**config.mk**
```make
export PLATFORM = sky130hd
export DESIGN_NAME = fmp_queue
export DESIGN_NICKNAME = d
export VERILOG_FILES = /design/src/design/fmp_queue.sv
export SDC_FILE = /design/constraint.sdc
export NUM_CORES = 1
export LEC_CHECK = 0
export BUFFER_PORTS_ARGS = -buffer_cell sky130_fd_sc_hd__buf_4
export CAP_MARGIN = 0
export CORE_MARGIN = 5
export CORE_UTILIZATION = 50
export CTS_CLUSTER_DIAMETER = 30
export DETAILED_ROUTE_END_ITERATION = 12
export GPL_ROUTABILITY_DRIVEN = 0
export PLACE_DENSITY = 0.82
export SYNTH_ARGS = -nofsm -noshare
export SYNTH_HDL_FRONTEND = slang
export SYNTH_SLANG_ARGS = --single-unit
```
**constraint.sdc**
```tcl
create_clock -name clock -period 8 [get_ports clock]
set_clock_uncertainty 0.05 [all_clocks]
set_input_delay 0.4 -clock clock [delete_from_list [all_inputs] [get_ports clock]]
set_output_delay 0.4 -clock clock [all_outputs]
set_load 0.02 [all_outputs]
```
**src/design/fmp_queue.sv**
```systemverilog
// Small flip-flop queue between the point mapper and the iteration engine.
module fmp_queue #(
   parameter int W     = 126,
   parameter int DEPTH = 2,
   localparam int PTR_W = $clog2(DEPTH),
   localparam int CNT_W = $clog2(DEPTH + 1)
) (
   input  logic         clock,
   input  logic         reset,
   input  logic         push,
   input  logic [W-1:0] push_data,
   output logic         full,
   input  logic         pop,
   output logic [W-1:0] pop_data,
   output logic         empty
);

   logic [W-1:0]     mem_ff [DEPTH];
   logic [PTR_W-1:0] wr_ptr_ff;
   logic [PTR_W-1:0] rd_ptr_ff;
   logic [CNT_W-1:0] count_ff;

   assign full     = (count_ff == CNT_W'(DEPTH));
   assign empty    = (count_ff == '0);
   assign pop_data = mem_ff[rd_ptr_ff];

   // Advance pointers and fill count
   always_ff @(posedge clock) begin
      if (reset) begin
         wr_ptr_ff <= '0;
         rd_ptr_ff <= '0;
         count_ff  <= '0;
      end else begin
         if (push) begin
            wr_ptr_ff <= (wr_ptr_ff == PTR_W'(DEPTH - 1)) ? '0 : wr_ptr_ff + PTR_W'(1);
         end
         if (pop) begin
            rd_ptr_ff <= (rd_ptr_ff == PTR_W'(DEPTH - 1)) ? '0 : rd_ptr_ff + PTR_W'(1);
         end
         if (push && !pop) begin
            count_ff <= count_ff + CNT_W'(1);
         end else if (pop && !push) begin
            count_ff <= count_ff - CNT_W'(1);
         end
      end
   end

   // Store entries
   always_ff @(posedge clock) begin
      if (push) begin
         mem_ff[wr_ptr_ff] <= push_data;
      end
   end

endmodule

```
* Yosys cells after proc, flatten, opt, wreduce, memory -nomap -nowiden
Memories as Yosys holds them, arrays and structs flattened. A register that Yosys moved wholly into a read port is not among the register bits.
Cells that the tools add are included.
W data, S select, Z words.
** Storage, ports and cells
- RAM bits :: 252
- Output and inout bits :: 128
- Logic and storage cells :: 23
- Flip-flop bits (word level) :: 4
- Memories kept :: 1
** Memory list
- mem_ff :: words 2, bits a word 126, read ports 1, clocked after Yosys merged registers in 1, write ports 1, RTL line 18 : logic [W-1:0] mem_ff [DEPTH];
** Operators by class
- Reduce and logical (&&, ||, !) cells :: 6
- Add/sub/neg operators :: 4
- Mux-type cells :: 8
- Equal/unequal tests :: 1
** Operator list (count)
- $mux W1 :: 6
- $mux W2 :: 2
- $add A1 B1 Y1 const B :: 2
- $add A2 B1 Y2 const B :: 1
- $eq A2 B2 Y1 const B :: 1
- $logic_and A1 B1 Y1 :: 2
- $logic_not A1 Y1 :: 2
- $logic_not A2 Y1 :: 1
- $reduce_bool A2 Y1 :: 1
- $sub A2 B1 Y2 const B :: 1

* Depth between registers and ports, before layout
- Word-level depth :: 4
- Mapped depth :: 5

* Worst setup path before layout
OpenSTA, ideal clock, no wires.
- Path kind :: register to register
- From :: register wr_ptr_ff
- To :: memory mem_ff[0][0], enable pin
- Clock period less this slack :: 6.575 ns
- Path buffers :: 0
- Required time :: 7.322 ns
- Cell stages (with the launch flop) :: 2
- Library setup time :: 0.628 ns
- Setup slack :: 1.425 ns
- Data arrival time :: 5.897 ns
- Cell sequence :: dfxtp_1 > nor2b_1
** RTL lines
- start: declaration :: RTL line 19 : logic [PTR_W-1:0] wr_ptr_ff;
- start signal: assignment :: RTL line 35 : wr_ptr_ff <= (wr_ptr_ff == PTR_W'(DEPTH - 1)) ? '0 : wr_ptr_ff + PTR_W'(1);
- end: declaration :: RTL line 18
No word-level cell before the write port.

==> qor.yml <==
fin_crit_sh: 0.427
internal-power_w: 0.00293
seqPwrFrac: 0.424
synth_area_per_cell_um2: 22.8
crit_path_end_kind: "output port"
final-hold-violation-count: 0
min_path_cells: 1
drtIter0Drc: 234
cap_violations: 0
first_pass_iters: 6
nNetsFinal: 846
p_per_area_nw_per_um2: 291
routed_wl_um: 19600
fill_cells: 1159
post_cts_buffers: 0
worst_slack_ns: 4.58
max_slew.worst_pin.slew_ns: 1.14
setup_viol: 0
routedWlPerCell_um: 19.9
cts_tree: "built"
grt_pass1_vias: 5568
portBuffers: 257
min_to: "mem_ff[1][122]$_DFFE_PP_"
cp-start-kind: "flip-flop"
syn_to_final_growth_pct: 38.7
drcViolationCount: 0
regArea_um2: 7670
antenna_found_initial: 0
layout_min_cycle_time_ns: 3.42
synth_area_um2: 9450
ys_seq_area_frac: 0.811
clk_latency_ns: 0.50
ys_ff_latch: 257
p_clk_frac: 0.461
antenna_cells: 0
dp_slack_ns: 5.07
initial_core_util: 0.507
fp.coreArea_um2: 18600
rsz0062_at_grt: "no"
worstPathMaxFanout: 76
status: "completed"
h-tree-depth: 2
grt_max_degree: 80
row_count: 50
cts_sinks: 257
die_area_um2: 21700
yosysWarnings: 0
r2r_cells: 2
hp-class: "input pin to flip-flop"
rr_startpoint: "wr_ptr_ff$_SDFFE_PP0P_"
path_class: "flip-flop to output port"
multi_input_area_um2: 1680
ys_types: 16
drtAntennaViolNets: 0
cts.path.max_buffers: 3
viasPerCell: 5.04
switching_share: 0.231
crit_arrival_ns: 2.97
die_w_um: 147
numCtsBuffers: 45
synthCells: 414
p_leak_nw: 5.06
grtUsageTotal: 0.175
hp-start: "push_data[122]"
num_io_pins: 258
maxSlewHeadroom: 0.243
grt_pass1_wl_um: 29800
fmax_ghz: 0.292
clkSlewWorstSetupHoldPaths_ns: 0.06
clock_tree.root_cell: "clkbuf_16"
p_comb_frac: 0.115
cts_hold_buf: 6
reg2reg_slack_ns: 5.55
dr_total_vias: 4966
place.detailed.hpwl_um: 12700
required_ns: 7.55
p_sw_w: 0.000880
dieHeight_um: 147
peakVddDrop_mv: 0.238
post_cts_resized: 0
tns_ns: 0
grt-ovfl-total: 0
drive_gt1_frac: 0.609
rr_endpoint: "mem_ff[1][85]$_DFFE_PP_"
report.final.slew_viol_count: 0
syn-num-nets: 545
## cells in the final DEF (no fill, tap or decap), types with 2 or more instances in the layout
master,instances
buf_4,261
edfxtp_1,252
mux2_2,86
clkbuf_16,45
mux2_4,40
clkinv_1,11
inv_6,7
dlygate4sd3_1,7
nor2_1,5
clkbuf_1,5
clkinvlp_4,4
clkinv_4,4
dfxtp_1,4
clkinv_2,3
bufinv_16,3
xor2_1,2
xnor2_1,2
## registers in the layout (all words and copies together) (netlist names), named ones only
signal / count
count_ff: 2
wr_ptr_ff: 1
mem_ff: 252
rd_ptr_ff: 1
## Yosys cell counts
cell,n,area share
o21ai_0,1,0.00053
buf_2,8,0.0042
buf_6,6,0.0071
mux2_2,86,0.10
a21oi_1,1,0.00053
nor2_1,5,0.0020
mux2_4,40,0.064
xor2_1,2,0.0019
nor2b_1,2,0.0013
inv_1,1,0.00040
xnor2_1,2,0.0019
edfxtp_1,252,0.80
dfxtp_1,5,0.011
or3_1,1,0.00066
and2_1,1,0.00066
ha_1,1,0.0013
## logic make-up (layout without fill, tap and decap cells)
logic type | Yosys count | in the layout | share of synthesized area
DFF | 257 | 257 | 0.811
muxes | 126 | 126 | 0.166
buffers and inverters | 15 | 352 | 0.0118
and+or+nand+nor | 9 | 9 | 0.00464
xor gates and xnor gates | 4 | 4 | 0.00371
AOI/OAI and AO/OA | 2 | 2 | 0.00106
adders and majority gates | 1 | 1 | 0.00132
## layer usage
layer	global-route usage	vias to the layer above	share of wire
met3	0.0503	38	0.080
met1	0.206	2431	0.37
met4	0.0704	0	0.025
met2	0.304	233	0.52
met5	0	-	0
li1	-	2264	-
## power groups by stage
stage / Sequential [W] / Clock [W] / Combinational (W)
2_1_floorplan: 0.00163 / 0 / 0.000258
3_3_place_gp: 0.00164 / 0 / 0.000425
3_5_place_dp: 0.00164 / 0 / 0.000437
4_1_cts: 0.00162 / 0.00179 / 0.000443
5_1_grt: 0.00162 / 0.00186 / 0.000463
6_report: 0.00162 / 0.00176 / 0.000438
## cell type report
class                           count  share of cell area
Clock inverter                     33              0.0217
Tap cell                          234              0.0223
Clock buffer                       50              0.0874
Timing Repair Buffer              268               0.155
Multi-Input combinational cell    142               0.128
Sequential cell                   257               0.585
Inverter                            1            0.000286
## critical path, cell delays in order, from the launching register on
cell	delay, ns
dfxtp_4	1.08
buf_4	0.71
mux2_2	0.42
buf_4	0.16
## how the worst max path moves through the flow
| stage | end | depth (start not counted) | slack, ns |
|---|---|---|---|
| CTS | pop_data[49] | 3 | 4.51 |
| global route | pop_data[49] | 3 | 4.41 |
| floorplan | mem_ff[0][0]$_DFFE_PP_ | 1 | 1.43 |
| finish | pop_data[2] | 3 | 4.58 |
| global placement | pop_data[115] | 3 | 5.14 |
| detailed placement | pop_data[49] | 3 | 5.07 |
## per-stage QoR
step | instances | area, um2 | utilization | hold WS [ns] | total power (W)
floorplan | 414 | 9450 | - | 0.411 | 0.00188
detailed placement | 895 | 11600 | 0.623 | 0.453 | 0.00208
global placement | 895 | 11600 | 0.623 | 0.429 | 0.00206
finish | 985 | 13100 | 0.703 | 0.0224 | 0.00381
CTS | 984 | 13100 | 0.702 | 0.000355 | 0.00385
global route | 985 | 13100 | 0.703 | 0.00118 | 0.00395
(Power assumes the default switching activity.)
