--- config.mk ---
export PLATFORM = sky130hd
export DESIGN_NAME = fmp_front
export DESIGN_NICKNAME = d
export VERILOG_FILES = /design/src/design/fmp_pkg.sv /design/src/design/fmp_div.sv /design/src/design/fmp_front.sv
export SDC_FILE = /design/constraint.sdc
export NUM_CORES = 2
export LEC_CHECK = 0
export BUFFER_PORTS_ARGS = -buffer_cell sky130_fd_sc_hd__buf_2
export CAP_MARGIN = 25
export CORE_ASPECT_RATIO = 0.8
export CORE_UTILIZATION = 40
export CTS_CLUSTER_DIAMETER = 80
export CTS_CLUSTER_SIZE = 28
export DETAILED_ROUTE_END_ITERATION = 7
export PLACE_DENSITY = 0.53
export SLEW_MARGIN = 10
export SYNTH_ARGS = -nofsm -noshare
export SYNTH_HDL_FRONTEND = slang
export SYNTH_SLANG_ARGS = --single-unit
--- constraint.sdc ---
create_clock -name clock -period 16.1 [get_ports clock]
set_input_delay 3.22 -clock clock [delete_from_list [all_inputs] [get_ports clock]]
set_output_delay 3.22 -clock clock [all_outputs]
set_load 0.1 [all_outputs]
--- src/design/fmp_pkg.sv ---
// Shared types and constants of the escape-time fractal pixel block.
package fmp_pkg;

   // Configuration port geometry and register widths
   localparam int CSR_ADDR_W = 3;
   localparam int REG_W      = 32;
   localparam int SIZE_W     = 13;
   localparam int RAD_W      = 31;
   localparam int ITER_W     = 16;
   localparam int GRAY_W     = 8;

   // Working width of z between steps: |z| stays below the escape radius
   localparam int Z_W = 32;

   // Register indexes
   localparam logic [CSR_ADDR_W-1:0] REG_X_MIN          = 3'd0;
   localparam logic [CSR_ADDR_W-1:0] REG_X_MAX          = 3'd1;
   localparam logic [CSR_ADDR_W-1:0] REG_Y_MIN          = 3'd2;
   localparam logic [CSR_ADDR_W-1:0] REG_Y_MAX          = 3'd3;
   localparam logic [CSR_ADDR_W-1:0] REG_IMAGE_WIDTH    = 3'd4;
   localparam logic [CSR_ADDR_W-1:0] REG_IMAGE_HEIGHT   = 3'd5;
   localparam logic [CSR_ADDR_W-1:0] REG_ESCAPE_RADIUS  = 3'd6;
   localparam logic [CSR_ADDR_W-1:0] REG_MAX_ITERATIONS = 3'd7;

   // Full-scale gray level
   localparam logic [GRAY_W-1:0] GRAY_SCALE = 8'd255;

   typedef struct packed {
      logic signed [REG_W-1:0] x_min;
      logic signed [REG_W-1:0] x_max;
      logic signed [REG_W-1:0] y_min;
      logic signed [REG_W-1:0] y_max;
      logic [SIZE_W-1:0]       image_width;
      logic [SIZE_W-1:0]       image_height;
      logic [RAD_W-1:0]        escape_radius;
      logic [ITER_W-1:0]       max_iterations;
   } cfg_type;

   // Region -2.0 .. 1.0 by -1.0 .. 1.0, 640 x 480, radius 2.0, 256 steps
   localparam cfg_type CFG_RST = '{
      x_min:          -32'sd536870912,
      x_max:          32'sd268435456,
      y_min:          -32'sd268435456,
      y_max:          32'sd268435456,
      image_width:    13'd640,
      image_height:   13'd480,
      escape_radius:  31'd536870912,
      max_iterations: 16'd256
   };

endpackage

--- src/design/fmp_div.sv ---
// Unsigned restoring divider, one quotient bit per cycle.
module fmp_div #(
   parameter int NUM_W = 24,
   parameter int DEN_W = 16,
   localparam int CNT_W = $clog2(NUM_W + 1)
) (
   input  logic             clock,
   input  logic             reset,
   input  logic             start,
   input  logic [NUM_W-1:0] num,
   input  logic [DEN_W-1:0] den,
   output logic             done,
   output logic [NUM_W-1:0] quot
);

   logic             busy_ff;
   logic             done_ff;
   logic [CNT_W-1:0] cnt_ff;
   logic [NUM_W-1:0] num_ff;
   logic [DEN_W-1:0] rem_ff;
   logic [DEN_W-1:0] den_ff;
   logic [DEN_W:0]   shifted;
   logic [DEN_W:0]   trial;
   logic             fits;

   // Bring down the next dividend bit and try a subtract
   assign shifted = {rem_ff, num_ff[NUM_W-1]};
   assign trial   = shifted - {1'b0, den_ff};
   assign fits    = ~trial[DEN_W];

   // Count the steps
   always_ff @(posedge clock) begin
      if (reset) begin
         busy_ff <= 1'b0;
         done_ff <= 1'b0;
         cnt_ff  <= '0;
      end else begin
         done_ff <= 1'b0;
         if (start) begin
            busy_ff <= 1'b1;
            cnt_ff  <= CNT_W'(NUM_W);
         end else if (busy_ff) begin
            cnt_ff <= cnt_ff - CNT_W'(1);
            if (cnt_ff == CNT_W'(1)) begin
               busy_ff <= 1'b0;
               done_ff <= 1'b1;
            end
         end
      end
   end

   // Shift quotient bits in where dividend bits leave
   always_ff @(posedge clock) begin
      if (start) begin
         num_ff <= num;
         rem_ff <= '0;
         den_ff <= den;
      end else if (busy_ff) begin
         rem_ff <= fits ? trial[DEN_W-1:0] : shifted[DEN_W-1:0];
         num_ff <= {num_ff[NUM_W-2:0], fits};
      end
   end

   assign done = done_ff;
   assign quot = num_ff;

endmodule

--- src/design/fmp_front.sv ---
// Front end: accepts a pixel request and maps it to the point c.
module fmp_front #(
   parameter int COORD_BITS = 12,
   localparam int PROD_W = COORD_BITS + 34,
   localparam int MAG_W  = PROD_W - 1,
   localparam int C_W    = MAG_W + 2,
   localparam int QW     = 2 * COORD_BITS + 2 * C_W
) (
   input  logic                  clock,
   input  logic                  reset,
   input  fmp_pkg::cfg_type      cfg,
   input  logic                  req_valid,
   output logic                  req_ready,
   input  logic [COORD_BITS-1:0] req_column,
   input  logic [COORD_BITS-1:0] req_row,
   output logic                  q_push,
   output logic [QW-1:0]         q_data,
   input  logic                  q_full
);

   typedef enum logic [2:0] {
      ST_IDLE,
      ST_MUL,
      ST_DIV_GO,
      ST_DIV_WAIT,
      ST_ADD,
      ST_PUSH
   } state_type;

   state_type                   state_ff;
   logic [COORD_BITS-1:0]       col_ff;
   logic [COORD_BITS-1:0]       row_ff;
   logic signed [PROD_W-1:0]    prod_x_ff;
   logic signed [PROD_W-1:0]    prod_y_ff;
   logic signed [C_W-1:0]       cx_ff;
   logic signed [C_W-1:0]       cy_ff;

   logic signed [fmp_pkg::REG_W:0] span_x;
   logic signed [fmp_pkg::REG_W:0] span_y;
   logic signed [PROD_W-1:0]    prod_x_in;
   logic signed [PROD_W-1:0]    prod_y_in;
   logic [MAG_W-1:0]            mag_x;
   logic [MAG_W-1:0]            mag_y;
   logic [MAG_W-1:0]            quot_x;
   logic [MAG_W-1:0]            quot_y;
   logic                        div_x_done;
   logic                        div_y_done;
   logic                        div_start;
   logic signed [C_W-1:0]       off_x;
   logic signed [C_W-1:0]       off_y;
   logic signed [C_W-1:0]       cx_in;
   logic signed [C_W-1:0]       cy_in;

   // Region span times pixel position
   assign span_x    = (fmp_pkg::REG_W + 1)'(cfg.x_max) - (fmp_pkg::REG_W + 1)'(cfg.x_min);
   assign span_y    = (fmp_pkg::REG_W + 1)'(cfg.y_max) - (fmp_pkg::REG_W + 1)'(cfg.y_min);
   assign prod_x_in = PROD_W'(span_x) * PROD_W'($signed({1'b0, col_ff}));
   assign prod_y_in = PROD_W'(span_y) * PROD_W'($signed({1'b0, row_ff}));

   // Divide magnitudes so the quotient truncates toward zero
   assign mag_x = prod_x_ff[PROD_W-1] ? MAG_W'(-prod_x_ff) : MAG_W'(prod_x_ff);
   assign mag_y = prod_y_ff[PROD_W-1] ? MAG_W'(-prod_y_ff) : MAG_W'(prod_y_ff);
   assign div_start = (state_ff == ST_DIV_GO);

   fmp_div #(
      .NUM_W(MAG_W),
      .DEN_W(fmp_pkg::SIZE_W)
   ) u_div_x (
      .clock(clock),
      .reset(reset),
      .start(div_start),
      .num  (mag_x),
      .den  (cfg.image_width),
      .done (div_x_done),
      .quot (quot_x)
   );

   fmp_div #(
      .NUM_W(MAG_W),
      .DEN_W(fmp_pkg::SIZE_W)
   ) u_div_y (
      .clock(clock),
      .reset(reset),
      .start(div_start),
      .num  (mag_y),
      .den  (cfg.image_height),
      .done (div_y_done),
      .quot (quot_y)
   );

   // Restore sign, drop the offset on a zero-sized axis, add the region edge
   always_comb begin
      if (cfg.image_width == '0) begin
         off_x = '0;
      end else if (prod_x_ff[PROD_W-1]) begin
         off_x = -$signed({2'b00, quot_x});
      end else begin
         off_x = $signed({2'b00, quot_x});
      end
      if (cfg.image_height == '0) begin
         off_y = '0;
      end else if (prod_y_ff[PROD_W-1]) begin
         off_y = -$signed({2'b00, quot_y});
      end else begin
         off_y = $signed({2'b00, quot_y});
      end
      cx_in = off_x + C_W'(cfg.x_min);
      cy_in = off_y + C_W'(cfg.y_min);
   end

   assign req_ready = (state_ff == ST_IDLE);
   assign q_push    = (state_ff == ST_PUSH) && !q_full;
   assign q_data    = {cy_ff, cx_ff, row_ff, col_ff};

   // Sequence one request through map and hand-off
   always_ff @(posedge clock) begin
      if (reset) begin
         state_ff <= ST_IDLE;
      end else begin
         unique case (state_ff)
            ST_IDLE: begin
               if (req_valid) begin
                  col_ff   <= req_column;
                  row_ff   <= req_row;
                  state_ff <= ST_MUL;
               end
            end
            ST_MUL: begin
               prod_x_ff <= prod_x_in;
               prod_y_ff <= prod_y_in;
               state_ff  <= ST_DIV_GO;
            end
            ST_DIV_GO: begin
               state_ff <= ST_DIV_WAIT;
            end
            ST_DIV_WAIT: begin
               if (div_x_done && div_y_done) begin
                  state_ff <= ST_ADD;
               end
            end
            ST_ADD: begin
               cx_ff    <= cx_in;
               cy_ff    <= cy_in;
               state_ff <= ST_PUSH;
            end
            ST_PUSH: begin
               if (!q_full) begin
                  state_ff <= ST_IDLE;
               end
            end
            default: begin
               state_ff <= ST_IDLE;
            end
         endcase
      end
   end

endmodule

# [Word level (Yosys, flattened, before mapping)]
# Cells that the tools add are included.
[word_totals] regBits=371 in_bits=229 out_inout_bits=120
[classes] multipliers=2 reduce_logical=15 add_sub_neg=12 n_bitwise=5 muxes=28 n_eq_ne=10
[op_table] op="$mux W45" count=6
[op_table] op="$mux W47" count=4
[op_table] op="$add A47 B32 Y47" count=2
[op_table] op="$neg A45 Y47" count=2
[op_table] op="$mul A33 B13 Y46" count=2
[op_table] op="$neg A45 Y45" count=2
[op_table] op="$sub A32 B32 Y33" count=2
[op_table] op="$sub A14 B13 Y14" count=2
[op_table] op="$logic_not A13 Y1" count=2
[op_table] op="$mux W13" count=2
[op_table] op="$mux W6" count=4
[op_table] op="$pmux W3 S6" count=1
[op_table] op="$eq A6 B1 Y1 const B" count=2
[op_table] op="$sub A6 B1 Y6 const B" count=2
[op_table] op="$mux W3" count=3
[op_table] op="$mux W1" count=8
[op_table] op="$eq A3 B2 Y1 const B" count=2
[op_table] op="$eq A3 B3 Y1 const B" count=2
[op_table] op="$ne A2 B2 Y1 const B" count=3
[op_table] op="$reduce_and A3 Y1" count=2
[op_table] op="$reduce_or A3 Y1" count=2
[op_table] op="$not A1 Y1" count=5
[op_table] op="$reduce_and A2 Y1" count=2
[op_table] op="$reduce_bool A2 Y1" count=2
[op_table] op="other kinds (5)" count=6

# [Logic depth before layout (Yosys ltp)]
[logic_depth] depth_word=4 mapped_depth=34 depth_no_buf=32

# [Hierarchy]
# From an unflattened synthesis, not the netlist that was laid out.
[hier_totals] hier_cells=6112 area_unflattened_um2=54990.2
[modules_own_cells] module="fmp_front" seq_area_each_um2=6366.1 area_each_um2=46925.0 cells_per_inst=5454 instances=1
[modules_own_cells] module="fmp_div" seq_area_each_um2=2162.1 area_each_um2=4032.6 cells_per_inst=329 instances=2

# [Least setup slack after synthesis]
# No wires, ideal clock.
[synth_path] kind="in2reg" startpoint="in reset" endpoint="reg cx_ff[0] (enable)" slack_ns=2.224 n_path_buf=1 arrival_time_ns=13.064 stages=2 required_time_ns=15.289 setup_time_ns=0.811 cell_sequence="clkbuf_1 nor4b_1"
[synth_between] elab_chain_cells=2
[synth_lines] element="start, declared" line_no="fmp_front.sv:10" source="input logic reset,"
[synth_lines] element="$not A1 Y1 (no source line)"
[synth_lines] element="$reduce_and A2 Y1 (no source line)"
[synth_lines] element="end signal, assigned" line_no="fmp_front.sv:142" source="cx_ff <= cx_in;"
[synth_lines] element="end, declared" line_no="fmp_front.sv:35" source="logic signed [C_W-1:0] cx_ff;"
# No other way between the ends.
# A chain may end at the register's enable or synchronous reset.

# [Worst setup path after layout]
[layout_path] startpoint="in cfg[107] in the netlist's numbering" endpoint="reg prod_y_ff[43], data pin"
[layout_between] elab_chain_cells=2
[layout_lines] element="start, declared" line_no="fmp_front.sv:11" source="input fmp_pkg::cfg_type cfg,"
[layout_lines] element="$sub A32 B32 Y33" line_no="fmp_front.sv:56" source="assign span_y = (fmp_pkg::REG_W + 1)'(cfg.y_max) - (fmp_pkg::REG_W + 1)'(cfg.y_min);"
[layout_lines] element="$mul A33 B13 Y46" line_no="fmp_front.sv:58" source="assign prod_y_in = PROD_W'(span_y) * PROD_W'($signed({1'b0, row_ff}));"
[layout_lines] element="via prod_y_in[43]" line_no="fmp_front.sv:41" source="logic signed [PROD_W-1:0] prod_y_in;"
[layout_lines] element="end signal, assigned" line_no="fmp_front.sv:130" source="prod_y_ff <= prod_y_in;"
[layout_lines] element="end, declared" line_no="fmp_front.sv:34" source="logic signed [PROD_W-1:0] prod_y_ff;"
# The timed path passes the listed nets, and every way through them passes these cells.

==> Implementation_results.wiki <==
{| class="wikitable"
! Metric !! Value
|-
| Status || finished, final reports clean
|-
| Die outline height || 337 um
|-
| Horiz. Die Dim || 421 um
|-
| Launch point of the worst path || cfg[107]
|-
| Type of element launching the critical path || input pin
|-
| Cell type contributing the most total cell area after synthesis || fa_1
|-
| TritonRoute pass-1 iters || 5
|-
| H-tree level count || 2
|-
| Vias per cell || 5.30
|-
| Worst-case headroom to the max-slew limit || 27.7%
|-
| Port buffer count || 301
|-
| Post-synth top flop || edfxtp_1
|-
| Cell depth of the worst setup path || 30
|-
| Wirelength per Cell || 19.4 um
|-
| Overflow left after global routing || 0
|-
| Stage delay of the slowest cell on the critical path || 0.91 ns
|-
| Filler cell count in the final layout || about 14k
|-
| Clock Skews || about 0.028 ns
|-
| Max stage delay cell, worst path || a2111oi_2
|-
| Min cycle time layout || 12.86 ns
|-
| Number of remaining DRC errors || 0
|-
| Number of DRC markers in iteration 0 || 3547
|-
| Synth cell count leaders || 1047 x inv_1, 759 x nand2_1, 702 x fa_1
|-
| Resized cells post-CTS || 0
|-
| Hold Path Cell Cnt || 2
|-
| Cell class contributing the biggest share of worst-path delay || compound AO/OA/AOI/OAI gates
|-
| Count of hold buffers inserted by post-cts repair || 0
|-
| Routed Antenna Nets || 0
|-
| Synthesis-stage register bit count || 371
|-
| Maxcap violations || 0
|-
| Most used standard cell by instance count after synthesis || inv_1
|-
| Class of the worst hold path || reg -> reg
|-
| Clock latency on the worst-skew pair || between 0.6 and 0.7 ns
|-
| Sort of element at the end of the critical path || flop
|-
| Synth top area cells || fa_1 25%, edfxtp_1 17%, ha_1 8.7%
|-
| Area overhead of the layout relative to synthesis || 8.43%
|-
| Ratio of final minimum period to clock period || 79.9%
|-
| Share of the yosys chip area belonging to registers || 19.1%
|-
| Via count || 44.5k
|-
| Number of global-route vias before repair || 43.5k
|-
| Number of nets produced by synthesis || 7728
|-
| Slew Limit Fails || 0
|-
| FP Rows || approximately 120
|-
| Post-layout worst setup margin || roughly 3.2 ns
|-
| Half-perimeter wire length after placement || 130000 um
|-
| Req. time, crit path || 16.48 ns
|-
| Post-synthesis instance area || about 56000 sq um
|-
| Number of warnings reported in the yosys synthesis log || 0
|-
| Startpoint of the lowest-slack hold path || u_div_y.cnt_ff[1]
|-
| Average size of a mapped cell || 8.75 sq um
|-
| Crit path buffers/inverters || 5
|-
| Setup-violating endpoint count in the final report || 0
|-
| Reg2Reg Depth || 21
|-
| Top-level I/O count || 349
|-
| Clock transition at the register clock pins on the worst setup and hold paths after CTS || 0.09 ns
|-
| Clock Tree Root || clkbuf_16
|-
| Routed Wire Length || approximately 160000 um
|-
| Number of synthesized flops with an enable pin || 326
|-
| Starting utilization of the core area || 40.4%
|-
| Area share of the largest cell type after synthesis || 25.1%
|-
| Post-synthesis instance total || 6405
|-
| Die ar. || 142000 sq um
|-
| Total setup buffers inserted after CTS || 0
|-
| Net count, final || just under 8k
|-
| Unrepaired setup endpoints after global routing || no
|-
| Share of flip-flops with an asynchronous set or reset || 0%
|-
| Maximum number of pins on one net before global-route repair || 116
|-
| Start of the worst register-to-register path || row_ff[2]
|-
| Number of antenna violations at the first check in global routing || 8
|-
| GR Util All Layers || 23.0%
|-
| Number of failing hold endpoints at the final stage || 0
|-
| Kind of critical path || in -> reg
|-
| Number of different library cells in the post-synthesis netlist || 85
|-
| Arrival time of data at the critical path endpoint || roughly 13 ns
|-
| Clock sink total || ~370
|-
| Global-route wire length before repair || 253000 um
|-
| Setup TNS after final layout || 0 ns
|-
| TritonCTS clock tree || built
|-
| Tightest Pin Transition || approximately 1.1 ns
|-
| Floorplan Core Area || roughly 140000 sq um
|-
| Layout cell share with drive strength beyond 1 || 8.44%
|-
| Pre-CTS setup slack || 2.65 ns
|-
| Final Wtd Congestion || 0.931
|-
| Max Buffers Root-to-Sink || 3
|-
| Critical Path Fanout Max || 12
|-
| Top achievable clock speed || 77.8 MHz
|-
| Most used cell along the critical path || fa_1
|-
| Cts bufs inserted || 34
|}
## registers in the layout, summed over array words and instances (netlist names)
register,count
cx_ff,47
cy_ff,47
prod_x_ff,46
prod_y_ff,46
u_div_x.quot,45
u_div_y.quot,45
u_div_x.den_ff,13
u_div_x.rem_ff,13
u_div_y.den_ff,13
u_div_y.rem_ff,13
col_ff,12
row_ff,12
u_div_x.cnt_ff,6
u_div_y.cnt_ff,6
state_ff,3
u_div_x.busy_ff,1
u_div_x.done,1
u_div_y.busy_ff,1
u_div_y.done,1
## metrics by stage
stage / hold WS (ns) / instance area [sq um] / util, % / cells
floorplan: 0.469 / 56100 / - / 6405
global placement: 0.488 / 59400 / 42.8 / 8332
detailed placement: 0.490 / 59500 / 42.9 / 8335
CTS: 0.503 / 60700 / 43.8 / 8396
global route: 0.554 / 60800 / 43.8 / 8404
finish: 0.503 / 60800 / 43.8 / 8405
## logic make-up after synthesis
family	after synthesis	synth area share (%)
flip-flops	371	19.1
multiplexers	67	1.25
AO/OA/AOI/OAI	1145	13.2
XOR/XNOR	409	6.39
AND/OR/NAND/NOR	1952	17.1
adder cells (fa/ha/maj)	1094	33.8
buffers and inverters	1367	9.22
## worst paths after layout
kind | end | slack, ns
max | prod_y_ff[43] | 3.24
min | u_div_y.cnt_ff[1] | 0.50
max reg2reg | prod_y_ff[43] | 8.18
min reg2reg | u_div_y.cnt_ff[1] | 0.50
## tightest hold or removal path, delay by kind of cell (launching register included)
family / cells / cell delay, ns
compound gates: 1 / 0.05
simple gates: 1 / 0.08
flops: 1 / 0.33
## per-layer routing
layer | wire, um | GRT usage [%]
met5 | 42 | 0
met4 | 3460 | 5.00
met3 | 10600 | 4.08
met2 | 67400 | 33.4
met1 | 81600 | 35.1
## layout by cell type, fill, tap and decap left out, types with 22 or more instances in the layout
cell type	count
nand4_1	45
inv_1	1045
ha_1	392
edfxtp_1	326
and3_1	46
buf_2	302
nor2b_1	76
clkbuf_16	35
xnor2_1	171
xor2_1	228
nand2b_1	78
mux2i_1	45
nor3_1	74
o21ai_0	303
nor4_1	28
o41ai_1	27
o31ai_1	55
o211ai_1	29
and2_1	294
a21o_1	137
buf_4	93
a31oi_1	58
o21a_1	40
nand2_1	758
fa_1	702
a21oi_1	260
nand3_1	129
mux2_2	22
a211oi_1	24
nor2_1	272
o21bai_1	39
dfxtp_1	45
or3_1	39
## final cells by class
class	count	area (sq um)	share of cell area, %
diodes	1	2.50	0.00412
clock buffers	35	876	1.44
clock inverters	26	372	0.611
inverters	1048	3930	6.47
multi-input cells	4667	40300	66.3
flip-flops and latches	371	10700	17.6
well taps	1860	2330	3.83
repair buffers	397	2260	3.72
Power is not shown: default switching activity piles up to over one toggle a cycle in this logic, so the estimate is an artifact.
